===== src/hdl/ftm_pkg.sv =====
package ftm_pkg;
  localparam int unsigned FRAC_W = 23;
  localparam int unsigned MANT_W = 24;
  localparam int unsigned EXP_W = 8;
  localparam logic [EXP_W-1:0] EXP_BIAS = 8'd127;

  typedef struct packed {
    logic             sign;
    logic [EXP_W-1:0] exp_sum;
  } ftm_meta_t;
endpackage


===== src/hdl/float32_truncating_multiplier_unit.sv =====
// Channel | Ports                                | Role
// in      | in_valid, in_ready, in_operand_a/b   | factor pair
// out     | out_valid, out_ready, out_product    | product word
// A chain of two 12x24 multiply cells takes one word per cycle unless the output stalls.
// The chain advances whenever its last cell is empty or the output takes its word.
// Reset clears the valid bits of both cells; payload registers are not reset.
// A stalled output holds the whole chain.
module float32_truncating_multiplier_unit (
  input  logic        clk,
  input  logic        rst_n,
  input  logic        in_valid,
  output logic        in_ready,
  input  logic [31:0] in_operand_a,
  input  logic [31:0] in_operand_b,
  output logic        out_valid,
  input  logic        out_ready,
  output logic [31:0] out_product
);
  import ftm_pkg::*;

  logic        adv;
  logic [23:0] ma, mb;
  ftm_meta_t   m0, m1, m2;
  logic        v1, v2;
  logic [11:0] ahi1, ahi2;
  logic [23:0] b1, b2;
  logic [47:0] acc1, acc2;
  logic [24:0] prod;
  logic        carry;
  logic [7:0]  exp_f;

  assign adv      = !v2 || out_ready;
  assign in_ready = adv;

  assign ma = {1'b1, in_operand_a[22:0]};
  assign mb = {1'b1, in_operand_b[22:0]};
  assign m0.sign    = in_operand_a[31] ^ in_operand_b[31];
  assign m0.exp_sum = in_operand_a[30:23] + in_operand_b[30:23] - EXP_BIAS;

  ftm_cell u_c0 (
    .clk(clk), .rst_n(rst_n), .adv(adv), .vld_in(in_valid), .meta_in(m0),
    .a_hi_in(ma[23:12]), .b_in(mb), .acc_in(48'd0), .a_slice(ma[11:0]),
    .shift(5'd0), .vld_out(v1), .meta_out(m1), .a_hi_out(ahi1), .b_out(b1),
    .acc_out(acc1)
  );

  ftm_cell u_c1 (
    .clk(clk), .rst_n(rst_n), .adv(adv), .vld_in(v1), .meta_in(m1),
    .a_hi_in(ahi1), .b_in(b1), .acc_in(acc1), .a_slice(ahi1),
    .shift(5'd12), .vld_out(v2), .meta_out(m2), .a_hi_out(ahi2), .b_out(b2),
    .acc_out(acc2)
  );

  assign prod  = acc2[47:23];
  assign carry = prod[24];
  assign exp_f = m2.exp_sum + 8'(carry);

  assign out_valid   = v2;
  assign out_product = {m2.sign, exp_f, carry ? prod[23:1] : prod[22:0]};

  a_stall_hold: assert property (@(posedge clk) disable iff (!rst_n)
    out_valid && !out_ready |=> out_valid && $stable(out_product))
    else $error("stalled product changed");
  a_ready: assert property (@(posedge clk) disable iff (!rst_n)
    !out_valid |-> in_ready)
    else $error("chain stalled while empty at output");
  a_lead_one: assert property (@(posedge clk) disable iff (!rst_n)
    out_valid |-> acc2[47] || acc2[46])
    else $error("mantissa product lost its leading one");
endmodule


===== src/hdl/ftm_cell.sv =====
module ftm_cell (
  input  logic                 clk,
  input  logic                 rst_n,
  input  logic                 adv,
  input  logic                 vld_in,
  input  ftm_pkg::ftm_meta_t   meta_in,
  input  logic [11:0]          a_hi_in,
  input  logic [23:0]          b_in,
  input  logic [47:0]          acc_in,
  input  logic [11:0]          a_slice,
  input  logic [4:0]           shift,
  output logic                 vld_out,
  output ftm_pkg::ftm_meta_t   meta_out,
  output logic [11:0]          a_hi_out,
  output logic [23:0]          b_out,
  output logic [47:0]          acc_out
);
  import ftm_pkg::*;

  logic [35:0] part;
  logic [47:0] acc_nxt;
  logic        vld_r;
  ftm_meta_t   meta_r;
  logic [11:0] a_hi_r;
  logic [23:0] b_r;
  logic [47:0] acc_r;

  // one 12x24 partial product per cell
  assign part    = a_slice * b_in;
  assign acc_nxt = acc_in + (48'(part) << shift);

  always_ff @(posedge clk) begin
    if (!rst_n) begin
      vld_r <= 1'b0;
    end else if (adv) begin
      vld_r <= vld_in;
    end
  end

  always_ff @(posedge clk) begin
    if (adv) begin
      meta_r <= meta_in;
      a_hi_r <= a_hi_in;
      b_r    <= b_in;
      acc_r  <= acc_nxt;
    end
  end

  assign vld_out  = vld_r;
  assign meta_out = meta_r;
  assign a_hi_out = a_hi_r;
  assign b_out    = b_r;
  assign acc_out  = acc_r;
endmodule

===== config.mk =====
export PLATFORM = sky130hd
export DESIGN_NAME = float32_truncating_multiplier_unit
export DESIGN_NICKNAME = d
export VERILOG_FILES = /design/src/hdl/ftm_pkg.sv /design/src/hdl/float32_truncating_multiplier_unit.sv /design/src/hdl/ftm_cell.sv
export SDC_FILE = /design/constraint.sdc
export NUM_CORES = 1
export LEC_CHECK = 0
export CAP_MARGIN = 15
export CORE_ASPECT_RATIO = 0.75
export CORE_UTILIZATION = 50
export CTS_BUF_LIST = sky130_fd_sc_hd__clkbuf_4 sky130_fd_sc_hd__clkbuf_8
export DETAILED_ROUTE_END_ITERATION = 8
export DONT_BUFFER_PORTS = 1
export PLACE_DENSITY_LB_ADDON = 0.3
export SLEW_MARGIN = 20
export SYNTH_ARGS = -nofsm -noshare
export SYNTH_HDL_FRONTEND = slang
export SYNTH_SLANG_ARGS = --single-unit

===== constraint.sdc =====
create_clock -name clk -period 8.7 [get_ports clk]
set_input_delay 0 -clock clk [delete_from_list [all_inputs] [get_ports clk]]
set_output_delay 0 -clock clk [all_outputs]
set_load 0.01 [all_outputs]

* Yosys cells after proc, flatten, opt, wreduce, memory -nomap -nowiden
Cells that the tools add are included.
Word-level totals: register bits 138, bits in latches 0, bits in writable memories 0, bits in read-only memories 0, output and inout bits 34, word-level logic and storage cells 20, memories kept 0
Cells by class: add/sub/neg operators 4, multiply operators 2, div/mod/pow operators 0, $lt $le $gt $ge 0, eq/ne operators 0, shift operators 0, mux-type cells 1, bitwise operators 1, reductions and logical operators 2
Operator list (number):
- 12-bit by 24-bit multiplier with 36-bit output | 2
- 36-bit by 48-bit adder with 48-bit output | 1
- 23-bit two-way mux | 1
- 8-bit by 1-bit adder with 8-bit output | 1
- 8-bit adder | 1
- 8-bit by 7-bit subtractor with 8-bit output (second input constant) | 1
- 1-bit zero test | 1
- 1-bit logical OR | 1
- 1-bit XOR | 1

* Longest topological paths before layout
Gate-level depths: netlist of run 1.
depth after elaboration 2, gate-level depth with buffers 31

* Hierarchy
From an unflattened synthesis of run 1, not the netlist that was laid out.
Unflattened totals: cell total of the unflattened synthesis 3993, area total of the unflattened synthesis 34809.6 µm²
By module, submodules not included:
- ftm_cell (u_c1) | times used 1, cells an instance 1998, area an instance 17282.8 µm², sequential area each 2812.7 µm²
- ftm_cell (u_c0) | times used 1, cells an instance 1907, area an instance 16753.6 µm², sequential area each 2812.7 µm²
- float32_truncating_multiplier_unit | times used 1, cells an instance 88, area an instance 773.2 µm², sequential area each 0.0 µm²

* Worst setup path after synthesis of run 1
Ideal clock, no wire load.
path kind flip-flop to flip-flop, start reg u_c0.a_hi_r[6], in the netlist u_c0.a_hi_out[6], end reg u_c1.acc_r[45], in the netlist u_c1.acc_out[45], data pin, library setup time 0.262 ns, data arrival time 6.549 ns, data required time 8.438 ns, path slack 1.888 ns, cell stages (with the launch flop) 28, path through edfxtp_1 -> clkbuf_1 -> and2_1 -> fa_1 -> inv_1 -> fa_1 -> inv_1 -> fa_1 -> fa_1 -> inv_1 -> fa_1 -> inv_1 -> ha_1 -> or2_2 -> o22a_1 -> a211o_1 -> a21oi_1 -> xnor2_1 -> ha_1 -> nand2_1 -> o21ai_0 -> a2111oi_0 -> a211oi_1 -> o2111ai_1 -> a211oi_1 -> nand3_1 -> nor3_1 -> xnor2_1
Between the ends: word-level cells in the longest chain between the ends 2
Ends and longest elaborated chain:
- start, declared | RTL line ftm_cell.sv:24 | logic [11:0] a_hi_r;
- start signal, assigned | RTL line ftm_cell.sv:43 | a_hi_r <= a_hi_in;
- 12-bit by 24-bit multiplier with 36-bit output | RTL line ftm_cell.sv:29 | assign part = a_slice * b_in;
- 36-bit by 48-bit adder with 48-bit output | RTL line ftm_cell.sv:30 | assign acc_nxt = acc_in + (48'(part) << shift);
- named net u_c1.acc_nxt[45] | RTL line ftm_cell.sv:21 | logic [47:0] acc_nxt;
- end signal, assigned | RTL line ftm_cell.sv:45 | acc_r <= acc_nxt;
- end, declared | RTL line ftm_cell.sv:26 | logic [47:0] acc_r;
The timed path passes the listed nets, and every way through them passes these cells. A chain may end at the register's enable or synchronous reset.

* Final worst setup path of run 1
start reg u_c0.a_hi_r[4], in the netlist u_c0.a_hi_out[4], end reg u_c1.acc_r[45], in the netlist u_c1.acc_out[45], data pin
Same word-level chain as after synthesis.

==> results of run 1 <==
area by class of cell:
type / count / area (um^2)
Multi-Input combinational cell: 1660 / 16900
Tap cell: 578 / 723
Fill cell: 3919 / 20300
Inverter: 541 / 2030
Antenna cell: 3 / 7.51
Timing Repair Buffer: 52 / 505
Clock inverter: 7 / 93.8
Clock buffer: 9 / 124
Sequential cell: 103 / 3070
registers in the layout, indices dropped and copies added, names as in the netlist:
register	count
u_c0.acc_out	24
u_c0.a_hi_out	11
u_c1.vld_out	1
u_c1.meta_out	9
u_c0.meta_out	9
u_c1.acc_out	25
u_c0.vld_out	1
u_c0.b_out	23
per-stage QoR:
step           instances  setup slack, ns  instance area, um^2  hold slack (ns)  utilization
6_report            2953            0.625                23400           0.0388        0.535
5_1_grt             2952            0.111                23400           0.0263        0.535
4_1_cts             2950            0.764                23400          0.00170        0.535
3_5_place_dp        2888            0.808                22700           0.0989        0.519
3_3_place_gp        2888            0.967                22700           0.0989        0.519
2_1_floorplan       2416             1.89                22400           0.0989            -
cell families after synthesis:
kind of cell	count (synthesis)	share of synthesized area
mux	24	0.0120
flops	103	0.137
compound gates	231	0.0706
fa+ha+maj	623	0.495
simple gates	703	0.143
xor+xnor	79	0.0308
buf+inv	653	0.112
metal layers:
layer	global-route usage	wire, um	vias up
li1	-	-	7278
met5	0	13	-
met3	0.0758	5630	107
met1	0.372	24700	8206
met2	0.406	25200	690
met4	0.0738	1300	2
placed cells by master, fill, tap and decap left out, types with 4 or more instances in the layout:
cell             n
inv_1          540
fa_1           440
nand2_1        432
ha_1           183
and2_1         128
edfxtp_1       101
a21oi_1         71
xnor2_1         55
dlygate4sd3_1   46
nor2_1          45
xor2_1          24
a21o_1          23
mux2_2          23
o21ai_0         22
nand3_1         22
nor3_1          18
o21a_1          13
a31oi_1         12
a211oi_1        11
nand4_1         10
o211ai_1         9
o21bai_1         9
clkbuf_8         9
a211o_1          7
or2_2            6
buf_4            6
and3_1           5
nor2b_1          5
o21ai_1          4
o31ai_1          4
and4_1           4
nor4_1           4
o2111ai_1        4
worst max-delay path: stages, from the launching register on:
cell and delay [ns]:
edfxtp_1 1.04, nand2_1 0.17, fa_1 0.53, fa_1 0.40, inv_1 0.07, fa_1 0.44, fa_1 0.54, inv_1 0.05
fa_1 0.59, inv_1 0.07, ha_1 0.37, a21oi_1 0.20, o21ai_2 0.11, o22a_1 0.24, a211o_1 0.28, a21oi_1 0.19
xnor2_1 0.14, ha_1 0.41, nand2_1 0.07, o21ai_0 0.19, a2111oi_0 0.13, a211oi_1 0.48, o2111ai_1 0.17, a211oi_1 0.49
nand3_1 0.13, nor3_1 0.21, xnor2_1 0.10
worst paths after layout:
| path | end | slack (ns) | depth (start not counted) |
|---|---|---|---|
| setup / recovery | u_c1.acc_out[45]$_DFFE_PP_ | 0.63 | 26 |
| hold / removal | u_c0.meta_out[6]$_DFFE_PP_ | 0.04 | 3 |
| setup reg to reg | u_c1.acc_out[45]$_DFFE_PP_ | 0.63 | 26 |
| hold reg to reg | u_c1.meta_out[7]$_DFFE_PP_ | 0.43 | 0 |
==> results.md, run 1 <==
* Ys flop type: edfxtp_1
* Top cell type by total area after synthesis: fa_1
* Final Critical Period at 8.07 ns
* # H-tree levels at 3
* Unrepaired setup endpoints after global routing: no
* Clock tree buffer depth at 2
* Seq/Total Area, Yosys at 0.137
* Netlist cell types at 84
* Root Driver: clkbuf_8
* Core area at ~44,000 um^2
* Total Wirelength at between 50,000 and 60,000 um
* Crit path from: u_c0.a_hi_out[4]$_DFFE_PP_
* Remaining global-route overflow at 0
* Largest net degree at the start of global routing at 63
* CTS tree: yes
* DIE HEIGHT at 185 um
* Count of hold-fix buffers inserted at cts at 46
* Post-DRT Antenna Nets at 0
* Initial antenna violation count at 4
* Top-count cell post-synth: inv_1
* DIE AREA at 45,700 um^2
* Syn_area_per_cell at between 9 and 10 um^2
* Max Cap Viol at 0
* Fin crit share at 0.928
* DRC Markers at 0
* Die Wd at ~250 um
* Number of global-route vias before repair at about 18,000
* Worst R2R Start: u_c0.a_hi_out[4]$_DFFE_PP_
* Mapped Cells at 2,416
* Layout cells sized above 1 at 0.0308
* Setup TNS at 0 ns
* Hold Path Class: in -> reg
* Hold Crit Start: in_operand_b[29]
* Post-synthesis cell area at 22,400 um^2
* Post-synth EDFFs at between 100 and 150
* Worst path required time at between 8 and 9 ns
* Worst slew pin tran at 1.01 ns
* Total track usage at 0.267
* First-pass GRT wire length at roughly 94,000 um
* Hpwl dp at ~44,000 um
* PostCTS Resize Cnt at 0
* Port Buffers at 0
* Slew HR at 0.324
* Final-report hold violation count at 0
* Peak Freq at ~120 MHz
* FF+latch count, synth at about 100
* Top cells by area, synth: fa_1 (39%), edfxtp_1 (14%), ha_1 (10%)
* Iteration-0 DRC Markers at about 1,300
* Post-synth top cells: inv_1 (540), fa_1 (440), nand2_1 (432)
* Slew Limit Fails at 0
* RD Place Congestion at ~0.94
* Startpoint types: flip-flop
* CTS Sinks at around 100
* Asr flop ratio synth at 0
* Outcome: completed
* FP Rows at 66
* Post-Syn Nets at about 3,100
* Avg WL per Cell at between 15 and 20 um
* DR pass1 iterations at 7
* Starting Density at 0.513
* Clock Skew at ~0.015 ns
* IO Pins at about 100
* Syn. warnings at 0
* Clock transition at path regs at ~0.12 ns
* Crit path kind: reg -> reg
* Share of the synthesized area in the top cell type at 0.393
* Post-CTS setup buffers at 0
* Vias at between 15,000 and 20,000
* Critical path arrival at slightly above 8 ns
* Count of final setup violators at 0
* Critical path fanouts, max at 24
* Nets at 3,058
* Area delta synth->final at 4.37%
* Clock buffer count from CTS at 9
* Worst skew pair latency at 0.43 ns
* Crit path capture type: flip-flop
* Post-DR vias/cell at around 5.5
Power of run 1 is left out: the tool's default activity adds up to more than one toggle a clock period on the data nets, which glitch-free logic cannot reach.
==> run 2, diff against run 1 <==
--- a/config.mk
+++ b/config.mk
@@ -7,6 +7,7 @@
 export LEC_CHECK = 0
 export CAP_MARGIN = 15
 export CORE_ASPECT_RATIO = 0.75
+export CORE_MARGIN = 2
 export CORE_UTILIZATION = 50
 export CTS_BUF_LIST = sky130_fd_sc_hd__clkbuf_4 sky130_fd_sc_hd__clkbuf_8
 export DETAILED_ROUTE_END_ITERATION = 8
==> constraint.sdc (replaced) <==
create_clock -name clk -period 7.4 [get_ports clk]
set_input_delay 0 -clock clk [delete_from_list [all_inputs] [get_ports clk]]
set_output_delay 0 -clock clk [all_outputs]
set_load 0.01 [all_outputs]
==> results.md, run 2 (same netlist as run 1, synthesis figures left out) <==
* Outcome: completed
* Clock buffer count from CTS at 9
* DIE HEIGHT at between 150 and 200 um
* Worst path required time at between 7 and 8 ns
* DRC Markers at 0
* Core area at ~45,000 um^2
* IO Pins at 102
* Hold Path Class: in -> reg
* Number of global-route vias before repair at between 15,000 and 20,000
* Clock Skew at ~0.022 ns
* Port Buffers at 0
* Die Wd at about 250 um
* Fin crit share at 0.971
* Final Critical Period at 7.19 ns
* Clock tree buffer depth at 2
* Crit path kind: reg -> reg
* Hpwl dp at 47,100 um
* Vias at approximately 16,000
* Remaining global-route overflow at 0
* # H-tree levels at 3
* Avg WL per Cell at 19.5 um
* Unrepaired setup endpoints after global routing: yes
* Worst slew pin tran at roughly 0.97 ns
* Max Cap Viol at 0
* Most frequent cells in the layout: inv_1 (540), fa_1 (440), nand2_1 (432), ha_1 (177), and2_1 (128)
* Initial antenna violation count at 4
* Area delta synth->final at 7.00%
* Startpoint types: flip-flop
* Final-report hold violation count at 0
* Count of final setup violators at 0
* Critical path fanouts, max at 9
* Fill cells at roughly 4,000
* Iteration-0 DRC Markers at about 1,500
* CTS tree: yes
* Root Driver: clkbuf_8
* Post-DRT Antenna Nets at 0
* Post-DR vias/cell at approximately 5.5
* CTS Sinks at 103
* Crit path capture type: flip-flop
* Slew HR at 0.354
* Worst skew pair latency at ~0.44 ns
* Critical path arrival at around 7.4 ns
* Leading cell type in the layout, fill and taps excluded: inv_1
* Setup TNS at 0 ns
* Nets at slightly above 3,000
* RD Place Congestion at just over 0.9
* Total track usage at 0.265
* FP Rows at 67
* Max reg flops at 25
* Clock transition at path regs at between 0.1 and 0.15 ns
* Slew Limit Fails at 0
* Largest net degree at the start of global routing at 65
* Total Wirelength at between 50,000 and 60,000 um
* Layout cells sized above 1 at 0.0626
* First-pass GRT wire length at around 97,000 um
* Starting Density at 0.504
* DR pass1 iterations at 8
* DIE AREA at around 47,000 um^2
* Peak Freq at ~140 MHz
## run 2: final timing paths
kind	depth (start not counted)	to	slack, ns	start
max reg2reg	27	u_c1.acc_out[47]$_DFFE_PP_	0.21	u_c0.a_hi_out[6]$_DFFE_PP_
min	2	u_c0.meta_out[2]$_DFFE_PP_	0.05	in_operand_a[24]
max	27	u_c1.acc_out[47]$_DFFE_PP_	0.21	u_c0.a_hi_out[6]$_DFFE_PP_
min reg2reg	0	u_c1.meta_out[1]$_DFFE_PP_	0.42	u_c0.meta_out[1]$_DFFE_PP_
## run 2: metrics by stage
| stage | setup slack [ns] | cell area [um^2] | util | hold WS, ns | instances |
|---|---|---|---|---|---|
| 2_1_floorplan | 0.588 | 22400 | - | 0.0989 | 2416 |
| 3_3_place_gp | 0.155 | 23100 | 0.518 | 0.0989 | 2936 |
| 3_5_place_dp | -0.0402 | 23100 | 0.518 | 0.0989 | 2936 |
| 4_1_cts | 0.0377 | 23800 | 0.534 | 0.0285 | 2998 |
| 5_1_grt | -0.0906 | 24000 | 0.539 | 0.0492 | 3013 |
| 6_report | 0.215 | 24000 | 0.539 | 0.0510 | 3016 |
## run 2: per-layer routing
metal,global-route usage,vias up,share of wire
met5,0,-,0.00019
met4,0.0462,2,0.014
met3,0.0629,68,0.092
met2,0.404,662,0.44
met1,0.392,8338,0.45
li1,-,7389,-
## run 2: area by class of cell
type / count / area, um^2 / share of cell area
Tap cell: 586 / 733 / 0.0305
Clock inverter: 7 / 96.3 / 0.00401
Sequential cell: 103 / 3070 / 0.128
Inverter: 541 / 2030 / 0.0846
Multi-Input combinational cell: 1660 / 17000 / 0.707
Clock buffer: 9 / 124 / 0.00516
Antenna cell: 3 / 7.51 / 0.000313
Timing Repair Buffer: 107 / 960 / 0.0400
## run 2: repair_timing
item                                    in CTS  in global routing
pin swaps                                    1                  8
gates cloned                                 0                  0
gates resized for setup                      1                 32
hold buffers                                46                  0
endpoints found under the setup margin       1                 15
endpoints found under the hold margin       41                  0
setup buffers                                0                 15
## run 2: critical path, stage by stage (launching register included)
cell and delay, ns:
edfxtp_1 0.38, buf_4 0.18, and2_1 0.16, fa_1 0.53
inv_1 0.05, fa_1 0.53, inv_1 0.05, fa_1 0.54
fa_1 0.54, inv_1 0.05, fa_1 0.48, inv_1 0.05
ha_1 0.22, or2_2 0.31, o22a_1 0.21, a211o_1 0.27
a21oi_1 0.18, xnor2_1 0.09, ha_1 0.39, nand2_1 0.10
o21ai_2 0.21, a21oi_1 0.14, a211oi_4 0.29, nand4_1 0.19
a311oi_2 0.30, nand3b_1 0.14, nor4_2 0.22, xnor2_1 0.12
Power of run 2 is left out for the same reason.
==> run 3, diff against run 2 <==
--- a/config.mk
+++ b/config.mk
@@ -5,6 +5,7 @@
 export SDC_FILE = /design/constraint.sdc
 export NUM_CORES = 1
 export LEC_CHECK = 0
+export ABC_AREA = 1
 export CAP_MARGIN = 15
 export CORE_ASPECT_RATIO = 0.75
 export CORE_MARGIN = 2
==> results.md, run 3 <==
* Outcome: completed
* Crit path cell chain: nand2_1 > fa_1 > inv_1 > fa_1 > fa_1 > fa_1 > inv_1 > fa_1 > inv_1 > ha_1 > nand2_1 > nor2_2 > and3_1 > nand2_1 > nand2_1 > xor2_1 > ha_1 > nand2_1 > nor2_1 > nand4_1 > o21ai_0 > nand3_1 > xor2_1
* Largest net degree at the start of global routing at between 50 and 60
* First-pass GRT wire length at approximately 110,000 um
* DIE HEIGHT at roughly 190 um
* Top cell type by total area after synthesis: fa_1
* Fin crit share at 0.951
* Post-synth EDFFs at ~100
* Leading cell type in the layout, fill and taps excluded: nand2_1
* Mapped Cells at 3,062
* Slew HR at 0.341
* Top-count cell post-synth: nand2_1
* Area delta synth->final at 5.98%
* Syn_area_per_cell at between 7 and 8 um^2
* Setup TNS at 0 ns
* RD Place Congestion at a little over 0.9
* Critical path fanouts, max at 12
* Crit path kind: reg -> reg
* FP Rows at 69
* Post-synth top cells: nand2_1 (896), inv_1 (828), fa_1 (440)
* Core area at about 47,000 um^2
* Root Driver: clkbuf_8
* Vias at 19,200
* PostCTS Resize Cnt at 0
* Post-DRT Antenna Nets at 0
* Post-Syn Nets at about 3,800
* Worst reg2reg setup slack at between 0.3 and 0.4 ns
* DR pass1 iterations at 7
* Peak Freq at roughly 140 MHz
* Seq/Total Area, Yosys at 0.128
* Total Wirelength at 64,100 um
* Iteration-0 DRC Markers at around 1,300
* Starting Density at 0.505
* Max Cap Viol at 0
* Count of final setup violators at 0
* Critical path arrival at ~7.2 ns
* Max reg flops at 25
* Critical-path top delay cell: edfxtp_1
* Worst path required time at between 7 and 8 ns
* Initial antenna violation count at 0
* Hpwl dp at 52,800 um
* CTS Sinks at between 100 and 150
* Buf/Inv on CP at 3
* Final Critical Period at 7.04 ns
* Total track usage at 0.271
* Crit path capture type: flip-flop
* Netlist cell types at 40
* DIE AREA at a little under 50,000 um^2
* CP max stage delay at about 0.84 ns
* Final-report hold violation count at 0
* Unrepaired setup endpoints after global routing: no
* Clock transition at path regs at roughly 0.12 ns
* Top cells by area, synth: fa_1 (37%), nand2_1 (14%), inv_1 (13%)
* IO Pins at approximately 100
* Post-DR vias/cell at 5.19
* Post-synthesis cell area at 23,900 um^2
* FF+latch count, synth at between 100 and 150
* CTS tree: yes
* DRC Markers at 0
* Hold Path Class: in -> reg
* Nets at approximately 3,700
* Most frequent cells in the layout: nand2_1 (896), inv_1 (827), fa_1 (440), ha_1 (183), nor2_1 (125)
* Number of global-route vias before repair at about 21,000
* Clock Skew at 0.0242 ns
* # H-tree levels at 3
* Antenna cells at 0
* Worst skew pair latency at around 0.46 ns
* Layout cells sized above 1 at 0.0275
* Asr flop ratio synth at 0
* Avg WL per Cell at between 15 and 20 um
* Slew Limit Fails at 0
* Clock tree buffer depth at 2
* Port Buffers at 0
* Syn. warnings at 0
* Worst slew pin tran at approximately 1 ns
* Remaining global-route overflow at 0
* Ys flop type: edfxtp_1
* Die Wd at about 260 um
* CP top delay family: adder cells
* Startpoint types: flip-flop
* Share of the synthesized area in the top cell type at 0.368
* Clock buffer count from CTS at 9
==> run 3: tightest hold or removal path: cells and delay by family <==
family                   cells  cell delay, ns
adder cells (fa/ha/maj)      2            0.28
XOR/XNOR                     1            0.12
==> run 3: per-layer routing <==
layer / global-route usage / wire (um) / vias to the layer above
met5: 0 / 0 / -
li1: - / - / 8906
met3: 0.0409 / 4300 / 103
met4: 0.0756 / 1530 / 0
met1: 0.364 / 27700 / 9556
met2: 0.457 / 30600 / 643
==> run 3: area by class of cell <==
cell class / instances / area [um^2]
clock buffers: 9 / 124
clock inverters: 7 / 82.6
fillers: 4522 / 22000
multi-input cells: 2030 / 17400
flip-flops and latches: 103 / 3070
repair buffers: 81 / 796
well taps: 639 / 800
inverters: 830 / 3120
==> run 3: worst paths after layout <==
path	depth (start not counted)	from	end
setup / recovery	23	u_c0.b_out[9]$_DFFE_PP_	u_c1.acc_out[40]$_DFFE_PP_
hold / removal	3	in_operand_b[27]	u_c0.meta_out[4]$_DFFE_PP_
hold reg to reg	0	u_c0.meta_out[5]$_DFFE_PP_	u_c1.meta_out[5]$_DFFE_PP_
setup reg to reg	23	u_c0.b_out[9]$_DFFE_PP_	u_c1.acc_out[40]$_DFFE_PP_
==> run 3: through the flow <==
| stage | setup WS, ns | utilization | std cells | instance area (um^2) | hold WS (ns) |
|---|---|---|---|---|---|
| 3_5_place_dp | 0.387 | 0.518 | 3626 | 24500 | 0.0989 |
| 5_1_grt | 0.0146 | 0.536 | 3699 | 25300 | 0.0544 |
| 2_1_floorplan | 1.42 | - | 3062 | 23900 | 0.0989 |
| 6_report | 0.359 | 0.536 | 3699 | 25300 | 0.0608 |
| 4_1_cts | 0.309 | 0.533 | 3692 | 25200 | 0.00632 |
| 3_3_place_gp | 0.313 | 0.518 | 3626 | 24500 | 0.0989 |
==> run 3: logic make-up after synthesis <==
family | Yosys count | share of synthesized area
flops | 103 | 0.128
xor+xnor | 73 | 0.0267
compound gates | 179 | 0.0407
buf+inv | 929 | 0.146
mux | 1 | 0.000471
simple gates | 1154 | 0.194
fa+ha+maj | 623 | 0.464
==> run 3: repair_timing <==
item,in CTS,in global routing
hold buffers,50,0
setup buffers,0,7
endpoints found under the setup margin,0,8
endpoints found under the hold margin,41,0
Power of run 3 is left out for the same reason.
